`src/hw/rtl/rekq_pkg.sv`:
```
// Package with the shared types, codes and the quadrature transition table.
`timescale 1ns / 1ps

package rekq_pkg;

    typedef logic [3:0]         action_t;
    typedef logic signed [15:0] pulse_t;
    typedef logic signed [14:0] steps_t;
    typedef logic signed [2:0]  carry_t;
    typedef logic signed [1:0]  delta_t;

    localparam action_t ACTION_NONE   = 4'd0;
    localparam action_t ACTION_SELECT = 4'd8;

    localparam logic [3:0] HISTORY_RESET = 4'b0011;
    localparam logic [3:0] HISTORY_MASK  = 4'hF;

    localparam int PULSES_PER_DETENT = 4;

    localparam pulse_t PULSE_MAX = 16'sh7FFF;
    localparam pulse_t PULSE_MIN = -16'sh8000;

    localparam steps_t STEPS_MAX = 15'sd8192;
    localparam steps_t STEPS_MIN = -15'sd8192;

    localparam logic [15:0] DEBOUNCE_RESET = 16'd50;

    // Quadrature transition table, indexed by {old A, old B, new A, new B}.
    function automatic delta_t step_delta(input logic [3:0] hist);
        delta_t d;
        begin
            case (hist)
                4'h1, 4'h7, 4'h8, 4'hE: d = -2'sd1;
                4'h2, 4'h4, 4'hB, 4'hD: d = 2'sd1;
                default:                d = 2'sd0;
            endcase
            return d;
        end
    endfunction

endpackage

```
`src/hw/rtl/rekq_if.sv`:
```
// Channel interfaces for poll and encoder requests, results and configuration.
`timescale 1ns / 1ps

interface rekq_in_if;
    logic        valid;
    logic        ready;
    logic        func;
    logic        enc_a;
    logic        enc_b;
    logic [2:0]  bus_pins;
    logic        sel_pin;
    logic        mode_pin;
    logic [31:0] now_ms;

    modport source (output valid, func, enc_a, enc_b, bus_pins, sel_pin, mode_pin,
                    now_ms, input ready);
    modport sink   (input valid, func, enc_a, enc_b, bus_pins, sel_pin, mode_pin,
                    now_ms, output ready);
endinterface

interface rekq_out_if;
    logic                 valid;
    logic                 ready;
    rekq_pkg::action_t    action;
    rekq_pkg::steps_t     rotation_steps;
    logic                 display_mode;

    modport source (output valid, action, rotation_steps, display_mode, input ready);
    modport sink   (input valid, action, rotation_steps, display_mode, output ready);
endinterface

interface rekq_cfg_if;
    logic        valid;
    logic        ready;
    logic [15:0] debounce_ms;

    modport source (output valid, debounce_ms, input ready);
    modport sink   (input valid, debounce_ms, output ready);
endinterface

```
`src/hw/rtl/rotary_encoder_keypad_qualifier.sv`:
```
// Top level of the rotary encoder and key pad qualifier.
`timescale 1ns / 1ps

// The block takes one request per clock cycle on the item channel while no poll waits.
// An encoder request (func 0) updates the quadrature history and the saturating
// pulse count and produces no result; a poll request (func 1) debounces the
// select pin and the key bus against now_ms and produces exactly one result.
// Each request is first captured in an input register; from there the update
// logic writes the block state and, for a poll, the result register, which
// offers the result on the result channel until the sink takes it.
// The result register is the only place where a poll can wait: item.ready drops
// only while a poll sits in the input register and the result register still
// holds a result that the sink has not taken. Encoder requests never wait.
// The debounce time is written on the cfg channel, which is always ready; write
// it only while no request is in flight. It resets to 50 ms, and an input must
// stay unchanged for strictly longer than that before its debounced level follows.
module rotary_encoder_keypad_qualifier (
    input  logic       clk,
    input  logic       rst_n,
    rekq_in_if.sink    item,
    rekq_out_if.source result,
    rekq_cfg_if.sink   cfg
);

    // Configuration register.
    logic [15:0] debounce_ms_reg;

    // Input register stage.
    logic        s1_valid_reg;
    logic        s1_func_reg;
    logic [1:0]  s1_ab_reg;
    logic [2:0]  s1_bus_reg;
    logic        s1_sel_reg;
    logic        s1_mode_reg;
    logic [31:0] s1_now_reg;

    // Block state.
    logic [3:0]        history_reg,      history_next;
    rekq_pkg::pulse_t  pulse_reg,        pulse_next;
    rekq_pkg::carry_t  carry_reg,        carry_next;
    logic [2:0]        bus_last_reg,     bus_last_next;
    logic [2:0]        bus_stable_reg,   bus_stable_next;
    logic [31:0]       bus_time_reg,     bus_time_next;
    logic              sel_last_reg,     sel_last_next;
    logic              sel_stable_reg,   sel_stable_next;
    logic [31:0]       sel_time_reg,     sel_time_next;
    rekq_pkg::action_t prev_action_reg,  prev_action_next;

    // Result register.
    logic              out_valid_reg;
    rekq_pkg::action_t out_action_reg,   out_action_next;
    rekq_pkg::steps_t  out_steps_reg,    out_steps_next;
    logic              out_mode_reg;

    logic s1_advance;
    logic s1_poll_done;
    logic item_take;

    // A captured encoder request always retires; a poll retires when the result
    // register is empty or being emptied in this cycle.
    assign s1_advance   = s1_valid_reg &&
                          (!s1_func_reg || !out_valid_reg || result.ready);
    assign s1_poll_done = s1_advance && s1_func_reg;
    assign item.ready   = !s1_valid_reg || s1_advance;
    assign item_take    = item.valid && item.ready;

    assign cfg.ready = 1'b1;

    assign result.valid          = out_valid_reg;
    assign result.action         = out_action_reg;
    assign result.rotation_steps = out_steps_reg;
    assign result.display_mode   = out_mode_reg;

    // Update logic for one captured request.
    logic [3:0]                hist_new;
    logic signed [16:0]        pulse_sum;
    logic [2:0]                bus_act;
    logic                      sel_stable_v;
    rekq_pkg::action_t         act_raw;
    logic signed [15:0]        q_floor;
    logic signed [15:0]        q_trunc;
    logic signed [15:0]        rem_full;
    logic signed [3:0]         carry_sum;
    rekq_pkg::steps_t          steps_raw;

    always_comb
    begin
        history_next     = history_reg;
        pulse_next       = pulse_reg;
        carry_next       = carry_reg;
        bus_last_next    = bus_last_reg;
        bus_stable_next  = bus_stable_reg;
        bus_time_next    = bus_time_reg;
        sel_last_next    = sel_last_reg;
        sel_stable_next  = sel_stable_reg;
        sel_time_next    = sel_time_reg;
        prev_action_next = prev_action_reg;
        out_action_next  = rekq_pkg::ACTION_NONE;
        out_steps_next   = '0;

        hist_new  = ((history_reg << 2) | {2'b00, s1_ab_reg}) & rekq_pkg::HISTORY_MASK;
        pulse_sum = 17'(pulse_reg) + 17'(rekq_pkg::step_delta(hist_new));

        bus_act      = ~s1_bus_reg;
        sel_stable_v = sel_stable_reg;
        act_raw      = rekq_pkg::ACTION_NONE;

        // Truncating division of the pulse count by four, remainder carries sign.
        q_floor   = pulse_reg >>> 2;
        q_trunc   = q_floor + 16'((pulse_reg[15] && (pulse_reg[1:0] != 2'b00)) ? 1 : 0);
        rem_full  = pulse_reg - (q_trunc <<< 2);
        carry_sum = 4'(carry_reg) + 4'(signed'(rem_full[2:0]));
        steps_raw = q_trunc[14:0];

        if (s1_advance)
        begin
            if (!s1_func_reg)
            begin
                history_next = hist_new;
                if (pulse_sum > 17'(rekq_pkg::PULSE_MAX))
                    pulse_next = rekq_pkg::PULSE_MAX;
                else if (pulse_sum < 17'(rekq_pkg::PULSE_MIN))
                    pulse_next = rekq_pkg::PULSE_MIN;
                else
                    pulse_next = pulse_sum[15:0];
            end
            else
            begin
                // Select debouncer runs on every poll.
                if (s1_sel_reg != sel_last_reg)
                    sel_time_next = s1_now_reg;
                if ((s1_now_reg - sel_time_next) > {16'd0, debounce_ms_reg})
                    sel_stable_v = s1_sel_reg;
                sel_stable_next = sel_stable_v;
                sel_last_next   = s1_sel_reg;

                if (!sel_stable_v)
                begin
                    act_raw = rekq_pkg::ACTION_SELECT;
                end
                else
                begin
                    // The bus debouncer only moves while select is released.
                    if (bus_act != bus_last_reg)
                        bus_time_next = s1_now_reg;
                    if ((s1_now_reg - bus_time_next) > {16'd0, debounce_ms_reg})
                        bus_stable_next = bus_act;
                    bus_last_next = bus_act;
                    act_raw = {1'b0, bus_stable_next};
                end

                pulse_next = '0;
                if (act_raw != rekq_pkg::ACTION_NONE)
                begin
                    // A repeated action reads as none but still drops the pulses.
                    if (prev_action_reg != act_raw)
                    begin
                        out_action_next  = act_raw;
                        prev_action_next = act_raw;
                    end
                end
                else
                begin
                    if (carry_sum >= 4'sd4)
                    begin
                        steps_raw  = steps_raw + 15'sd1;
                        carry_next = 3'(carry_sum - 4'sd4);
                    end
                    else if (carry_sum <= -4'sd4)
                    begin
                        steps_raw  = steps_raw - 15'sd1;
                        carry_next = 3'(carry_sum + 4'sd4);
                    end
                    else
                    begin
                        carry_next = carry_sum[2:0];
                    end
                    if (steps_raw > rekq_pkg::STEPS_MAX)
                        out_steps_next = rekq_pkg::STEPS_MAX;
                    else if (steps_raw < rekq_pkg::STEPS_MIN)
                        out_steps_next = rekq_pkg::STEPS_MIN;
                    else
                        out_steps_next = steps_raw;
                    prev_action_next = rekq_pkg::ACTION_NONE;
                end
            end
        end
    end

    // Control and state registers.
    always_ff @(posedge clk or negedge rst_n)
    begin
        if (!rst_n)
        begin
            debounce_ms_reg <= rekq_pkg::DEBOUNCE_RESET;
            s1_valid_reg    <= 1'b0;
            out_valid_reg   <= 1'b0;
            history_reg     <= rekq_pkg::HISTORY_RESET;
            pulse_reg       <= '0;
            carry_reg       <= '0;
            bus_last_reg    <= '0;
            bus_stable_reg  <= '0;
            bus_time_reg    <= '0;
            sel_last_reg    <= 1'b1;
            sel_stable_reg  <= 1'b1;
            sel_time_reg    <= '0;
            prev_action_reg <= rekq_pkg::ACTION_NONE;
        end
        else
        begin
            if (cfg.valid)
                debounce_ms_reg <= cfg.debounce_ms;

            if (item_take)
                s1_valid_reg <= 1'b1;
            else if (s1_advance)
                s1_valid_reg <= 1'b0;

            if (s1_poll_done)
                out_valid_reg <= 1'b1;
            else if (result.ready)
                out_valid_reg <= 1'b0;

            history_reg     <= history_next;
            pulse_reg       <= pulse_next;
            carry_reg       <= carry_next;
            bus_last_reg    <= bus_last_next;
            bus_stable_reg  <= bus_stable_next;
            bus_time_reg    <= bus_time_next;
            sel_last_reg    <= sel_last_next;
            sel_stable_reg  <= sel_stable_next;
            sel_time_reg    <= sel_time_next;
            prev_action_reg <= prev_action_next;
        end
    end

    // Payload registers.
    always_ff @(posedge clk)
    begin
        if (item_take)
        begin
            s1_func_reg <= item.func;
            s1_ab_reg   <= {item.enc_a, item.enc_b};
            s1_bus_reg  <= item.bus_pins;
            s1_sel_reg  <= item.sel_pin;
            s1_mode_reg <= item.mode_pin;
            s1_now_reg  <= item.now_ms;
        end
        if (s1_poll_done)
        begin
            out_action_reg <= out_action_next;
            out_steps_reg  <= out_steps_next;
            out_mode_reg   <= !s1_mode_reg;
        end
    end

endmodule

```
`src/flat_wrapper.sv`:
```
// flat-port wrapper written by rule: the top's interface ports become plain ports
module rotary_encoder_keypad_qualifier_flat 
  (clk, rst_n, item_valid, item_func, item_enc_a, item_enc_b, item_bus_pins, item_sel_pin, item_mode_pin, item_now_ms, item_ready, result_valid, result_action, result_rotation_steps, result_display_mode, result_ready, cfg_valid, cfg_debounce_ms, cfg_ready);
  rekq_in_if item_i ();
  rekq_out_if result_i ();
  rekq_cfg_if cfg_i ();
  input  logic clk;
  input  logic rst_n;
  input wire logic [$bits(item_i.valid)-1:0] item_valid;
  input wire logic [$bits(item_i.func)-1:0] item_func;
  input wire logic [$bits(item_i.enc_a)-1:0] item_enc_a;
  input wire logic [$bits(item_i.enc_b)-1:0] item_enc_b;
  input wire logic [$bits(item_i.bus_pins)-1:0] item_bus_pins;
  input wire logic [$bits(item_i.sel_pin)-1:0] item_sel_pin;
  input wire logic [$bits(item_i.mode_pin)-1:0] item_mode_pin;
  input wire logic [$bits(item_i.now_ms)-1:0] item_now_ms;
  output wire logic [$bits(item_i.ready)-1:0] item_ready;
  output wire logic [$bits(result_i.valid)-1:0] result_valid;
  output wire logic [$bits(result_i.action)-1:0] result_action;
  output wire logic [$bits(result_i.rotation_steps)-1:0] result_rotation_steps;
  output wire logic [$bits(result_i.display_mode)-1:0] result_display_mode;
  input wire logic [$bits(result_i.ready)-1:0] result_ready;
  input wire logic [$bits(cfg_i.valid)-1:0] cfg_valid;
  input wire logic [$bits(cfg_i.debounce_ms)-1:0] cfg_debounce_ms;
  output wire logic [$bits(cfg_i.ready)-1:0] cfg_ready;
  assign item_i.valid = item_valid;
  assign item_i.func = item_func;
  assign item_i.enc_a = item_enc_a;
  assign item_i.enc_b = item_enc_b;
  assign item_i.bus_pins = item_bus_pins;
  assign item_i.sel_pin = item_sel_pin;
  assign item_i.mode_pin = item_mode_pin;
  assign item_i.now_ms = item_now_ms;
  assign item_ready = item_i.ready;
  assign result_valid = result_i.valid;
  assign result_action = result_i.action;
  assign result_rotation_steps = result_i.rotation_steps;
  assign result_display_mode = result_i.display_mode;
  assign result_i.ready = result_ready;
  assign cfg_i.valid = cfg_valid;
  assign cfg_i.debounce_ms = cfg_debounce_ms;
  assign cfg_ready = cfg_i.ready;
  rotary_encoder_keypad_qualifier u_core (.clk(clk), .rst_n(rst_n), .item(item_i), .result(result_i), .cfg(cfg_i));
endmodule
```
`config.mk`:
```
export PLATFORM = sky130hd
export DESIGN_NAME = rotary_encoder_keypad_qualifier_flat
export DESIGN_NICKNAME = d
export VERILOG_FILES = /design/src/hw/rtl/rekq_pkg.sv /design/src/hw/rtl/rekq_if.sv /design/src/hw/rtl/rotary_encoder_keypad_qualifier.sv /design/src/flat_wrapper.sv
export SDC_FILE = /design/constraint.sdc
export NUM_CORES = 1
export LEC_CHECK = 0
export ABC_AREA = 1
export BUFFER_PORTS_ARGS = -buffer_cell sky130_fd_sc_hd__clkbuf_2
export CAP_MARGIN = 10
export CORE_AREA = 2 2 112 222
export CTS_CLUSTER_SIZE = 10
export DETAILED_ROUTE_END_ITERATION = 8
export DIE_AREA = 0 0 114 224
export GPL_TIMING_DRIVEN = 0
export PLACE_DENSITY = 0.83
export SYNTH_ARGS = -nofsm -noshare
export SYNTH_HDL_FRONTEND = slang
export SYNTH_SLANG_ARGS = --single-unit
export TNS_END_PERCENT = 100
```
`constraint.sdc`:
```
create_clock -name clk -period 7.1 [get_ports clk]
set_clock_uncertainty 0.15 [all_clocks]
set_input_delay 0.355 -clock clk [delete_from_list [all_inputs] [get_ports clk]]
set_output_delay 0.355 -clock clk [all_outputs]
set_load 0.02 [all_outputs]
```
### Word level (Yosys, flattened, before mapping)

Memory sizes are Yosys's and may differ from the RTL's.
Cells that the tools add are included.

* register bits: 175
* memory bits (read-only): 32
* word-level logic and storage cells: 109
* memories: 1

* add/subtract/negate cells: 10
* $lt $le $gt $ge: 8
* equality and inequality tests: 4
* muxes and demuxes: 33
* bitwise gates (word level): 5
* reductions and logical operators: 24

Memories
* (name not given): words 16, width 2, rd ports 1, clocked after memory_dff 0, write ports 0, RTL line rekq_pkg.sv:32 `case (hist)`

Operator list (count)
* 32-bit 2-to-1 mux: 7
* 15-bit 2-to-1 mux: 6
* 32-bit by 16-bit greater-than comparator with 1-bit output: 2
* 32-bit subtractor: 2
* 16-bit 2-to-1 mux: 3
* 4-bit 2-to-1 mux: 5
* 16-bit by 2-bit adder with 17-bit output: 1
* 17-bit by 16-bit greater-than comparator with 1-bit output, second input constant: 1
* 17-bit by 16-bit < comparator with 1-bit output, second input constant: 1
* 14-bit by 2-bit adder with 15-bit output: 1
* 15-bit by 2-bit adder with 15-bit output, second input constant: 1
* 15-bit greater-than comparator, second input constant: 1
* 15-bit by 14-bit < comparator with 1-bit output, second input constant: 1
* 15-bit by 2-bit subtractor with 15-bit output, second input constant: 1
* 14-bit 2-to-1 mux: 1
* 3-bit 2-to-1 mux: 3
* 3-bit AND reduction: 3
* 1-bit 2-to-1 mux: 8
* 2-bit nonzero test: 3
* 5-bit OR reduction: 1
* 3-bit by 3-bit adder with 4-bit output: 1
* 4-bit greater-or-equal comparator, second input constant: 1
* 4-bit by 3-bit <= comparator with 1-bit output, second input constant: 1
* 1-bit logical AND: 4
* 17 further kinds: 25

### Logic depth before layout (Yosys ltp)

Gate-level depths: netlist of run 1.

* depth after elaboration: 26
* depth in mapped cells: 43

### Worst setup path after synthesis of run 1

Ideal clock, no wire load.

* kind: flip-flop to flip-flop
* start point: reg u_core.s1_bus_reg[0]
* end point: reg u_core.out_steps_reg[4] (netlist: u_core.result.rotation_steps[4]) (data pin)
* library setup time: 0.262 ns
* arrival: 4.786 ns
* setup slack: 1.902 ns
* stages on the path, launching flop included: 39
* buffers on the path: 3
* period minus slack after synthesis: 5.198 ns
* cell sequence: edfxtp_1 -> nor2_1 -> nor2_4 -> nand3_2 -> buf_6 -> clkbuf_1 -> o21ai_0 -> ha_1 -> fa_1 -> nor3_1 -> nor2_1 -> nor2_1 -> nand2_1 -> nand2_2 -> nand2_1 -> nand2_2 -> nand2_1 -> nand2_2 -> [... 3 more ...] -> nor3_1 -> nand4_1 -> nor3_1 -> a21oi_1 -> a21oi_1 -> nand2_1 -> nor2_2 -> nand2_1 -> nor2_1 -> nand3_2 -> nand2_1 -> nand2_1 -> and2_4 -> nand2_4 -> inv_4 -> o2111ai_4 -> buf_12 -> nor2_4

* word-level cells in the longest chain between the ends: 14

Ends and longest elaborated chain
* from (decl): RTL line rotary_encoder_keypad_qualifier.sv:32 `logic [2:0] s1_bus_reg;`
* from (signal assigned): RTL line rotary_encoder_keypad_qualifier.sv:244 `s1_bus_reg <= item.bus_pins;`
* 3-bit inverter *: RTL line rotary_encoder_keypad_qualifier.sv:104 `bus_act = ~s1_bus_reg;`
* 3-bit inequality test: RTL line rotary_encoder_keypad_qualifier.sv:144 `if (bus_act != bus_last_reg)`
* 32-bit 2-to-1 mux: RTL line rotary_encoder_keypad_qualifier.sv:144
* 32-bit 2-to-1 mux: RTL line rotary_encoder_keypad_qualifier.sv:137 `if (!sel_stable_v)`
* 32-bit 2-to-1 mux: RTL line rotary_encoder_keypad_qualifier.sv:117 `if (!s1_func_reg)`
* 32-bit 2-to-1 mux: RTL line rotary_encoder_keypad_qualifier.sv:115 `if (s1_advance)`
* 32-bit subtractor: RTL line rotary_encoder_keypad_qualifier.sv:146 `if ((s1_now_reg - bus_time_next) > {16'd0, debounce_ms_reg})`
* 32-bit by 16-bit greater-than comparator with 1-bit output: RTL line rotary_encoder_keypad_qualifier.sv:146
* 3-bit 2-to-1 mux *: RTL line rotary_encoder_keypad_qualifier.sv:146
* 4-bit 2-to-1 mux *: RTL line rotary_encoder_keypad_qualifier.sv:137
* 4-bit 2-to-1 mux *: RTL line rotary_encoder_keypad_qualifier.sv:117
* 4-bit 2-to-1 mux *: RTL line rotary_encoder_keypad_qualifier.sv:115
* 4-bit nonzero test *: RTL line rotary_encoder_keypad_qualifier.sv:153 `if (act_raw != rekq_pkg::ACTION_NONE)`
* 5-bit OR reduction (no line) *
* to (signal assigned): RTL line rotary_encoder_keypad_qualifier.sv:252 `out_steps_reg <= out_steps_next;`
* to (decl): RTL line rotary_encoder_keypad_qualifier.sv:52 `rekq_pkg::steps_t out_steps_reg, out_steps_next;`

Every way passes the cells marked *; elsewhere a longest branch is shown, timed or not. The select of a mux whose other input is x is not followed.
A chain may end at the register's enable or synchronous reset.

### Final worst setup path of run 1

* start point: reg u_core.s1_sel_reg
* end point: reg u_core.bus_time_reg[8]

* word-level cells in the longest chain between the ends: 10

Ends and longest elaborated chain
* from (decl): RTL line rotary_encoder_keypad_qualifier.sv:33 `logic s1_sel_reg;`
* from (signal assigned): RTL line rotary_encoder_keypad_qualifier.sv:245 `s1_sel_reg <= item.sel_pin;`
* 1-bit inequality test: RTL line rotary_encoder_keypad_qualifier.sv:130 `if (s1_sel_reg != sel_last_reg)`
* 32-bit 2-to-1 mux: RTL line rotary_encoder_keypad_qualifier.sv:130
* 32-bit 2-to-1 mux: RTL line rotary_encoder_keypad_qualifier.sv:117
* 32-bit 2-to-1 mux: RTL line rotary_encoder_keypad_qualifier.sv:115
* 32-bit subtractor: RTL line rotary_encoder_keypad_qualifier.sv:132 `if ((s1_now_reg - sel_time_next) > {16'd0, debounce_ms_reg})`
* 32-bit by 16-bit greater-than comparator with 1-bit output: RTL line rotary_encoder_keypad_qualifier.sv:132
* 1-bit 2-to-1 mux *: RTL line rotary_encoder_keypad_qualifier.sv:132
* 1-bit 2-to-1 mux *: RTL line rotary_encoder_keypad_qualifier.sv:117
* 1-bit 2-to-1 mux *: RTL line rotary_encoder_keypad_qualifier.sv:115
* 3-bit AND reduction (no line) *
* to (signal assigned): RTL line rotary_encoder_keypad_qualifier.sv:229 `bus_time_reg <= bus_time_next;`
* to (decl): RTL line rotary_encoder_keypad_qualifier.sv:43 `logic [31:0] bus_time_reg, bus_time_next;`

Marked as above.

==> flow_metrics.env, run 1 <==
export IMPL_power_internal_mw=2.825
export IMPL_cp_max_fo=10
export IMPL_pre_cts_ws_ns=0.2136
export IMPL_fin_ws_ns=0.3574
export IMPL_core_mm2=0.02382
export IMPL_grt_pass1_wl_mm=72.62
export IMPL_final_cells=2389
export IMPL_tns_ns=0
export IMPL_p_leak_nw=8.036
export IMPL_tightest_slew_ns=1.059
export IMPL_cts_root_buf="clkbuf_16"
export IMPL_grt_pass1_vias=14090
export IMPL_synth_fp_nets=2111
export IMPL_holdWs_ns=0.02601
export IMPL_grt_use_total=0.3806
export IMPL_rows=80
export IMPL_routedWlPerCell_um=19.84
export IMPL_crit_top_cell="nand2_1"
export IMPL_r2r_cells=37
export IMPL_drtAntennaViolNets=0
export IMPL_cts_sinks=175
export IMPL_cts_tree="built"
export IMPL_vias_per_cell=5.881
export IMPL_synthTopCellsByCount="nand2_1, inv_1, o21ai_0"
export IMPL_start_kind="flip-flop"
export IMPL_required_ns=7.25
export IMPL_finalPower_mw=5.427
export IMPL_end_kind="flip-flop"
export IMPL_synthTopCellsByArea="dfrtp_1, nand2_1, edfxtp_1"
export IMPL_fin_area_mm2=0.01605
export IMPL_setup_viol=0
export IMPL_antenna_found_initial=1
export IMPL_synth_cells=1927
export IMPL_power_frac_comb=0.558
export IMPL_min_from="result_ready"
export IMPL_io_pins=84
export IMPL_fmax_mhz=148.3
export IMPL_syn2layout_area_growth_pct=14.37
export IMPL_async_reset_ff_frac=0.6571
export IMPL_synth_edf_count=60
export IMPL_dieArea_mm2=0.02554
export IMPL_insertion_delay_ns=0.47
export IMPL_critical_path_class="reg -> reg"
export IMPL_drc=0
export IMPL_yosys_area_top_type_share=0.1926
export IMPL_fill_cells=2047
export IMPL_cts_made_buffers=17
export IMPL_routed_wirelength_mm=47.40
export IMPL_reg2reg_from="u_core.s1_sel_reg"
export IMPL_yosysWarnings=0
export IMPL_maxCapViolCount=0
export IMPL_nNetsFinal=2272
export IMPL_maxSlewHeadroom=0.2896
export IMPL_hold_violations=0
export IMPL_grt_max_degree=84
export IMPL_grt_overflow_total=0
export IMPL_first_pass_iters=6
export IMPL_r2r_slack_ns=0.36
export IMPL_crit_path_top_delay_cell="clkbuf_1"
export IMPL_swShare=0.4794
export IMPL_crit_buf_inv=6
export IMPL_die_h_um=224
export IMPL_clkPwrFrac=0.180
export IMPL_period_needed_ns=6.743
export IMPL_whs_endpoint="u_core.result.valid"
export IMPL_post_place_cells=2298
export IMPL_drive_above_1_share=0.09710
export IMPL_hp_class="in -> reg"
export IMPL_post_route_period_util=0.9497
export IMPL_ys_types=61
export IMPL_hold_depth=4
export IMPL_crit_family="simple AND/OR/NAND/NOR gates"
export IMPL_start_util=0.5891
export IMPL_postSynthAreaPerCell_um2=7.283
export IMPL_final_util=0.6737
export IMPL_synth_most_common_cell="nand2_1"
export IMPL_cts_max_level=4
export IMPL_path_clk_slew_ns=0.07
export IMPL_die_w_um=114
export IMPL_io_buffers=82
export IMPL_power_frac_seq=0.261
export IMPL_drt_iter0_markers=922
export IMPL_r2r_end="u_core.bus_time_reg[8]"
export IMPL_hpwl_mm=36.86
export IMPL_yosysSeqAreaShare=0.3341
export IMPL_place_congestion=0.9858
export IMPL_place_area_mm2=0.01486
export IMPL_post_cts_setup_buffers=0
export IMPL_ys_flop_type="dfrtp_1"
export IMPL_peakVddDrop_mv=0.3100
export IMPL_syn_area_mm2=0.01403
export IMPL_switchingPower_mw=2.602
export IMPL_synth_seq_cells=175
export IMPL_status="completed"
export IMPL_max_stage_delay_ns=0.46
export IMPL_critical_path_arrival_ns=6.89
export IMPL_yosysTopAreaCell="dfrtp_1"
export IMPL_slew_viol_final=0
export IMPL_clk_path_buf_depth=2
export IMPL_routed_via_count=14050
export IMPL_p_per_area_mw_per_mm2=338.1
[worst max-delay path by stage]
stage | slack [ns] | cells past startpoint | start | to
after floorplan | 1.90 | 38 | u_core.s1_bus_reg[0] | u_core.result.rotation_steps[4]
after global placement | 0.32 | 38 | u_core.s1_sel_reg | u_core.bus_time_reg[29]
after detailed placement | 0.21 | 38 | u_core.s1_sel_reg | u_core.bus_time_reg[25]
after CTS | 0.19 | 38 | u_core.s1_sel_reg | u_core.bus_time_reg[25]
after global routing | -0.02 | 42 | u_core.s1_sel_reg | u_core.result.action[3]
final | 0.36 | 37 | u_core.s1_sel_reg | u_core.bus_time_reg[8]
[logic make-up after synthesis]
logic type	Yosys count	synth area share
AOI/OAI and AO/OA	382	0.1512
xor gates and xnor gates	68	0.04298
adders and majority gates	123	0.1118
buffers and inverters	298	0.08301
DFF	175	0.3341
muxes	3	0.002229
other	1	0.0002672
and+or+nand+nor	877	0.2744
[metal layers]
metal  part of all wire  global-route usage  vias up  wire (µm)
met2               0.50              0.6550      603      23550
li1                   -                   -     6695          -
met3              0.066             0.09686      290       3109
met4               0.13              0.4135        0       6303
met1               0.30              0.3327     6462      14440
met5                  0                   0        -          0
[placed cells by master (no fill, tap or decap), drive strengths merged, types with 12 or more instances in the layout]
cell type / synthesis / routed
edfxtp: 60 / 60
o21ai: 215 / 215
xor2: 59 / 59
nor3: 36 / 36
nor2: 146 / 146
dfrtp: 108 / 108
nand2: 533 / 533
clkbuf: 30 / 130
inv: 258 / 261
nand3: 102 / 102
nand4: 38 / 38
dlygate4sd3: 0 / 58
o211ai: 17 / 17
o21bai: 12 / 12
or2: 13 / 13
ha: 119 / 119
a21oi: 98 / 98
[worst min-delay path: stages]
cell	delay [ns]
clkbuf_2	0.08
inv_1	0.05
nand2_1	0.06
nand2_1	0.05
[power by group through the flow]
stage,clock (mW),combinational (mW),sequential (mW)
3_3_place_gp,0,2.82,1.42
4_1_cts,0.978,2.95,1.41
2_1_floorplan,0,2.19,1.37
6_report,0.978,3.03,1.42
5_1_grt,1.02,3.38,1.43
3_5_place_dp,0,2.91,1.42
[cell type report]
type,instances,area [µm²],share of cell area
Clock buffer,18,429.2,0.02674
Buffer,39,195.2,0.01216
Tap cell,287,359.1,0.02237
Antenna cell,1,2.502,0.0001559
Inverter,259,974.7,0.06073
Multi-Input combinational cell,1454,8190,0.5103
Timing Repair Buffer,142,1047,0.06525
Sequential cell,175,4688,0.2921
Clock inverter,14,163.9,0.01021
[timing repair]
action                                  4_1_cts  5_1_grt
hold buffers                                 58        0
hold endpoints to repair                     89        0
endpoints found under the setup margin        0       56
resized for setup                             0       11
Power figures use the tool's default switching activity.
==> run 2: changes to the inputs <==
--- a/config.mk
+++ b/config.mk
@@ -8,12 +8,12 @@
 export ABC_AREA = 1
 export BUFFER_PORTS_ARGS = -buffer_cell sky130_fd_sc_hd__clkbuf_2
 export CAP_MARGIN = 10
-export CORE_AREA = 2 2 112 222
+export CORE_AREA = 2 2 119 208
 export CTS_CLUSTER_SIZE = 10
 export DETAILED_ROUTE_END_ITERATION = 8
-export DIE_AREA = 0 0 114 224
+export DIE_AREA = 0 0 121 210
 export GPL_TIMING_DRIVEN = 0
-export PLACE_DENSITY = 0.83
+export PLACE_DENSITY = 0.84
 export SYNTH_ARGS = -nofsm -noshare
 export SYNTH_HDL_FRONTEND = slang
 export SYNTH_SLANG_ARGS = --single-unit
==> run 2 against run 1 <==
Compared with the run above: via count up 0.69%; final area decreased by 0.34%; setup slack better by 0.089 ns; power decreased by 1.0%; die area is 0.49% lower.
==> flow_metrics.env, run 2 (synthesized netlist as in run 1, its figures left out) <==
export IMPL_cts_sinks=175
export IMPL_fill_cells=2047
export IMPL_multi_input_area_mm2=0.008203
export IMPL_io_buffers=82
export IMPL_hp_class="in -> reg"
export IMPL_cts_max_level=4
export IMPL_layout_cells_most_common_list="nand2_1, inv_1, o21ai_0"
export IMPL_hold_violations=0
export IMPL_syn2layout_area_growth_pct=13.99
export IMPL_layout_commonest_cell="nand2_1"
export IMPL_start_util=0.5911
export IMPL_place_area_mm2=0.01489
export IMPL_critical_path_arrival_ns=6.86
export IMPL_routed_wirelength_mm=47.17
export IMPL_cp_max_fo=10
export IMPL_required_ns=7.31
export IMPL_slew_viol_final=0
export IMPL_io_pins=84
export IMPL_r2r_cells=39
export IMPL_path_clk_slew_ns=0.07
export IMPL_routed_via_count=14150
export IMPL_clk_path_buf_depth=2
export IMPL_nNetsFinal=2268
export IMPL_grt_overflow_total=0
export IMPL_p_per_area_mw_per_mm2=335.8
export IMPL_cts_made_buffers=17
export IMPL_fin_area_mm2=0.01600
export IMPL_crit_top_cell="nand2_1"
export IMPL_r2r_end="u_core.bus_time_reg[30]"
export IMPL_r2r_slack_ns=0.45
export IMPL_cts_tree="built"
export IMPL_start_kind="flip-flop"
export IMPL_whs_endpoint="u_core.debounce_ms_reg[2]"
export IMPL_period_needed_ns=6.654
export IMPL_min_from="cfg_debounce_ms[2]"
export IMPL_vias_per_cell=5.882
export IMPL_drt_iter0_markers=1105
export IMPL_grt_use_total=0.3785
export IMPL_holdWs_ns=0.03719
export IMPL_fmax_mhz=150.3
export IMPL_cts_root_buf="clkbuf_16"
export IMPL_p_leak_nw=8.006
export IMPL_rsz0062_at_grt="no"
export IMPL_maxCapViolCount=0
export IMPL_post_place_cells=2319
export IMPL_grt_pass1_vias=14530
export IMPL_die_w_um=121
export IMPL_hpwl_mm=36.82
export IMPL_grt_pass1_wl_mm=73.04
export IMPL_end_kind="flip-flop"
export IMPL_post_route_period_util=0.9372
export IMPL_hold_depth=3
export IMPL_drive_above_1_share=0.1011
export IMPL_crit_start="u_core.s1_sel_reg"
export IMPL_first_pass_iters=6
export IMPL_core_mm2=0.02374
export IMPL_critical_path_class="reg -> reg"
export IMPL_rows=75
export IMPL_n_antenna_cell=0
export IMPL_dieArea_mm2=0.02541
export IMPL_ff_latch_area_mm2=0.004688
export IMPL_setup_viol=0
export IMPL_peakVddDrop_mv=0.2858
export IMPL_drtAntennaViolNets=0
export IMPL_reg2reg_from="u_core.s1_sel_reg"
export IMPL_tightest_slew_ns=1.188
export IMPL_tns_ns=0
export IMPL_die_h_um=210
export IMPL_drc=0
export IMPL_final_cells=2405
export IMPL_insertion_delay_ns=0.46
export IMPL_status="completed"
export IMPL_crit_path_top_delay_cell="fa_2"
export IMPL_antenna_found_initial=1
export IMPL_grt_max_degree=67
export IMPL_maxSlewHeadroom=0.2032
export IMPL_routedWlPerCell_um=19.61
export IMPL_finalPower_mw=5.371
export IMPL_max_stage_delay_ns=0.45
export IMPL_place_congestion=1.019
[run 2: cell types whose count changed in the layout (fill, tap and decap cells not counted), sizes merged]
cell and delta:
buf +1, bufinv -3, clkinv +1, clkinvlp -1, diode -1, dlygate4sd3 -5, inv +3
[run 2: what timing repair did]
item / in CTS / in global routing
hold buffers: 53 / 0
setup endpoints to repair: 9 / 65
hold endpoints to repair: 98 / 0
resized for setup: 1 / 21
pin swaps: 0 / 1
buffers inserted: 0 / 1
[run 2: worst max path at each step]
stage | end | cells past startpoint
global placement | u_core.bus_time_reg[20] | 37
floorplan | u_core.result.rotation_steps[4] | 38
CTS | u_core.bus_time_reg[23] | 34
finish | u_core.bus_time_reg[30] | 39
global route | u_core.result.action[3] | 39
detailed placement | u_core.bus_time_reg[30] | 37
[run 2: critical path, delay by kind of cell (launching register included)]
| kind | cells | cell delay (ns) |
|---|---|---|
| AOI/OAI and AO/OA | 5 | 0.84 |
| xor gates and xnor gates | 1 | 0.17 |
| adders and majority gates | 3 | 0.97 |
| buffers and inverters | 8 | 1.37 |
| DFF | 1 | 0.34 |
| and+or+nand+nor | 22 | 2.67 |
[run 2: where the power goes]
group	switching [mW]	leakage, nW	internal [mW]	total (mW)
Sequential	0.165	2.00	1.25	1.42
Combinational	2.04	5.74	1.02	3.06
Clock	0.437	0.267	0.454	0.891
[run 2: per-layer routing]
| metal | GRT usage | share of wire |
|---|---|---|
| met1 | 0.3329 | 0.32 |
| met2 | 0.6831 | 0.51 |
| met3 | 0.07900 | 0.056 |
| met4 | 0.3713 | 0.11 |
| met5 | 0 | 0.00025 |
[run 2: stage by stage]
step           utilization  setup WS [ns]
5_1_grt             0.6738        0.04224
3_5_place_dp        0.6270      -0.009537
2_1_floorplan            -          1.902
3_3_place_gp        0.6246         0.1145
6_report            0.6738         0.4462
4_1_cts             0.6721        0.02659
[run 2: cell type report]
| class | count | share of cell area |
|---|---|---|
| Multi-Input combinational cell | 1454 | 0.5128 |
| Sequential cell | 175 | 0.2931 |
| Timing Repair Buffer | 138 | 0.06281 |
| Inverter | 259 | 0.06093 |
| Clock buffer | 18 | 0.02683 |
| Tap cell | 308 | 0.02409 |
| Buffer | 39 | 0.01259 |
| Clock inverter | 14 | 0.006883 |
==> run 3: changes to the inputs <==
--- a/config.mk
+++ b/config.mk
@@ -5,13 +5,12 @@
 export SDC_FILE = /design/constraint.sdc
 export NUM_CORES = 1
 export LEC_CHECK = 0
-export ABC_AREA = 1
 export BUFFER_PORTS_ARGS = -buffer_cell sky130_fd_sc_hd__clkbuf_2
 export CAP_MARGIN = 10
-export CORE_AREA = 2 2 119 208
+export CORE_AREA = 2 2 115 201
 export CTS_CLUSTER_SIZE = 10
 export DETAILED_ROUTE_END_ITERATION = 8
-export DIE_AREA = 0 0 121 210
+export DIE_AREA = 0 0 117 203
 export GPL_TIMING_DRIVEN = 0
 export PLACE_DENSITY = 0.84
 export SYNTH_ARGS = -nofsm -noshare
==> run 3 against run 2 <==
Compared with the run above: the flow now finishes with violations (negative setup slack); register-to-register slack lost 0.63 ns; cell count down 19%; non-clock buffer count increased by 45; hold slack improved by 0.0023 ns; sequential share of layout area rose by 0.37 points; setup slack lost 0.63 ns; count of clock-buffer cells in the layout is 4 higher; flip-flop and latch count unchanged; synthesized cell count fell by 24%; combinational power down 6%; wire length decreased by 16%; first-iteration DRC count decreased by 25%; largest cell class unchanged.
==> flow_metrics.env, run 3 <==
export IMPL_tightest_slew_ns=1.037
export IMPL_insertion_delay_ns=0.47
export IMPL_required_ns=7.30
export IMPL_crit_path_top_delay_cell="or4_4"
export IMPL_pre_cts_ws_ns=-2.218
export IMPL_routed_wirelength_mm=39.52
export IMPL_rows=72
export IMPL_nNetsFinal=1832
export IMPL_grt_pass1_vias=12530
export IMPL_cts_sinks=175
export IMPL_hold_depth=2
export IMPL_cp_max_fo=8
export IMPL_synthTopCellsByCount="nand2_1, a21oi_1, ha_1"
export IMPL_r2r_end="u_core.prev_action_reg[1]"
export IMPL_max_stage_delay_ns=0.54
export IMPL_start_kind="flip-flop"
export IMPL_final_util=0.7158
export IMPL_grt_use_total=0.3278
export IMPL_io_buffers=82
export IMPL_power_internal_mw=3.052
export IMPL_synth_xor_area_share=0.06168
export IMPL_p_leak_nw=6.882
export IMPL_cts_tree="built"
export IMPL_ys_types=80
export IMPL_clkPwrFrac=0.195
export IMPL_finalPower_mw=5.388
export IMPL_synth_top_family_by_area="compound AO/OA/AOI/OAI gates"
export IMPL_synthTopCellsByArea="dfrtp_1, edfxtp_1, ha_1"
export IMPL_path_clk_slew_ns=0.07
export IMPL_critical_path_class="reg -> reg"
export IMPL_drtAntennaViolNets=0
export IMPL_fmax_mhz=137.3
export IMPL_maxSlewHeadroom=0.3078
export IMPL_power_frac_comb=0.535
export IMPL_grt_pass1_wl_mm=60.22
export IMPL_hpwl_mm=27.71
export IMPL_maxCapViolCount=0
export IMPL_slew_viol_final=0
export IMPL_async_reset_ff_frac=0.6571
export IMPL_hold_violations=0
export IMPL_grt_overflow_total=0
export IMPL_rsz0062_at_grt="yes"
export IMPL_yosys_area_share_simple=0.1620
export IMPL_n_antenna_cell=0
export IMPL_fin_ws_ns=-0.1819
export IMPL_synth_compound_gate_area_share=0.2024
export IMPL_routedWlPerCell_um=20.20
export IMPL_critical_path_arrival_ns=7.48
export IMPL_min_from="cfg_valid"
export IMPL_postSynthAreaPerCell_um2=9.027
export IMPL_drt_iter0_markers=826
export IMPL_reg2reg_from="u_core.s1_bus_reg[0]"
export IMPL_swShare=0.4335
export IMPL_first_pass_iters=7
export IMPL_peakVddDrop_mv=0.2199
export IMPL_whs_endpoint="u_core.debounce_ms_reg[0]"
export IMPL_synth_cells=1456
export IMPL_die_h_um=203
export IMPL_period_needed_ns=7.282
export IMPL_drc=0
export IMPL_yosysWarnings=0
export IMPL_clk_path_buf_depth=2
export IMPL_synthMuxAreaShare=0.06092
export IMPL_power_frac_seq=0.270
export IMPL_syn2layout_area_growth_pct=20.20
export IMPL_synth_most_common_cell="nand2_1"
export IMPL_cts_max_level=4
export IMPL_dieArea_mm2=0.02375
export IMPL_yosys_area_top_type_share=0.2056
export IMPL_r2r_cells=31
export IMPL_switchingPower_mw=2.336
export IMPL_synth_adder_area_share=0.1217
export IMPL_antenna_found_initial=0
export IMPL_place_congestion=0.9668
export IMPL_hp_class="in -> reg"
export IMPL_holdWs_ns=0.03952
export IMPL_synth_edf_count=60
export IMPL_cts_root_buf="clkbuf_16"
export IMPL_synth_seq_cells=175
export IMPL_drive_above_1_share=0.1421
export IMPL_yosysTopAreaCell="dfrtp_1"
export IMPL_fin_area_mm2=0.01580
export IMPL_vias_per_cell=6.390
export IMPL_core_mm2=0.02207
export IMPL_end_kind="flip-flop"
export IMPL_start_util=0.5955
export IMPL_io_pins=84
export IMPL_syn_area_mm2=0.01314
export IMPL_die_w_um=117
export IMPL_p_per_area_mw_per_mm2=341.0
export IMPL_layout_commonest_cell="nand2_1"
export IMPL_status="complete, but fails checks"
export IMPL_r2r_slack_ns=-0.18
export IMPL_synth_fp_nets=1640
export IMPL_post_route_period_util=1.026
export IMPL_place_area_mm2=0.01399
export IMPL_layout_cells_most_common_list="nand2_1, nor2_1, a21oi_1"
export IMPL_yosysSeqAreaShare=0.3567
export IMPL_grt_max_degree=89
export IMPL_ys_flop_type="dfrtp_1"
export IMPL_violations="negative setup slack"
export IMPL_routed_via_count=12510
export IMPL_setup_viol=21
export IMPL_cts_made_buffers=17
## run 3: timing repair
action / in CTS / in global routing
setup buffers: 8 / 24
gates resized for setup: 42 / 44
hold buffers: 59 / 0
setup endpoints to repair: 65 / 64
pin swaps: 9 / 23
endpoints found under the hold margin: 85 / 0
## run 3: worst max-delay path by stage
stage | cells after the start | startpoint | to | slack (ns)
4_1_cts | 29 | u_core.s1_sel_reg | u_core.result.rotation_steps[2] | 0.002
5_1_grt | 33 | u_core.s1_bus_reg[0] | u_core.prev_action_reg[1] | -0.32
3_5_place_dp | 28 | u_core.s1_bus_reg[0] | u_core.carry_reg[0] | -2.22
2_1_floorplan | 28 | u_core.s1_bus_reg[0] | u_core.carry_reg[0] | 0.14
3_3_place_gp | 28 | u_core.s1_bus_reg[0] | u_core.carry_reg[0] | -2.19
6_report | 31 | u_core.s1_bus_reg[0] | u_core.prev_action_reg[1] | -0.18
## run 3: kinds of logic (layout without fill, tap and decap cells)
kind of cell	count (synthesis)	in the layout
AND/OR/NAND/NOR	450	450
AO/OA/AOI/OAI	420	420
flip-flops	175	175
buffers and inverters	117	322
XOR/XNOR	90	90
multiplexers	77	77
adder cells (fa/ha/maj)	126	126
other	1	1
## run 3: layout make-up
| type | count | area (µm²) |
|---|---|---|
| plain buffers | 46 | 234.0 |
| repair buffers | 176 | 1316 |
| inverters | 68 | 255.2 |
| clock buffers | 22 | 464.2 |
| flip-flops and latches | 175 | 4688 |
| fillers | 1549 | 6272 |
| multi-input cells | 1164 | 8287 |
| well taps | 296 | 370.4 |
| clock inverters | 10 | 183.9 |
## run 3: metrics by stage
stage | TNS [ns] | cells
3_3_place_gp | -97.70 | 1834
2_1_floorplan | 0 | 1456
4_1_cts | 0 | 1936
3_5_place_dp | -84.91 | 1837
5_1_grt | -5.018 | 1957
6_report | -1.935 | 1957
## run 3: power groups by stage
stage | Clock, mW | Sequential, mW | Combinational [mW]
finish | 1.05 | 1.45 | 2.88
global route | 1.08 | 1.47 | 3.17
CTS | 1.05 | 1.44 | 2.69
detailed placement | 0 | 1.45 | 2.60
global placement | 0 | 1.44 | 2.50
floorplan | 0 | 1.39 | 2.01
## run 3: critical path, delay by kind of cell (launching register included)
family / cells / cell delay [ns]
buffers and inverters: 6 / 0.90
DFF: 1 / 0.52
AOI/OAI and AO/OA: 10 / 1.78
and+or+nand+nor: 9 / 2.18
adders and majority gates: 2 / 0.66
muxes: 2 / 0.61
xor gates and xnor gates: 2 / 0.35
## run 3: metal layers
metal  global-route usage  share of wire
met5                    0              0
met1               0.3205           0.33
met4               0.2244          0.086
met3              0.06239          0.057
met2               0.6005           0.52
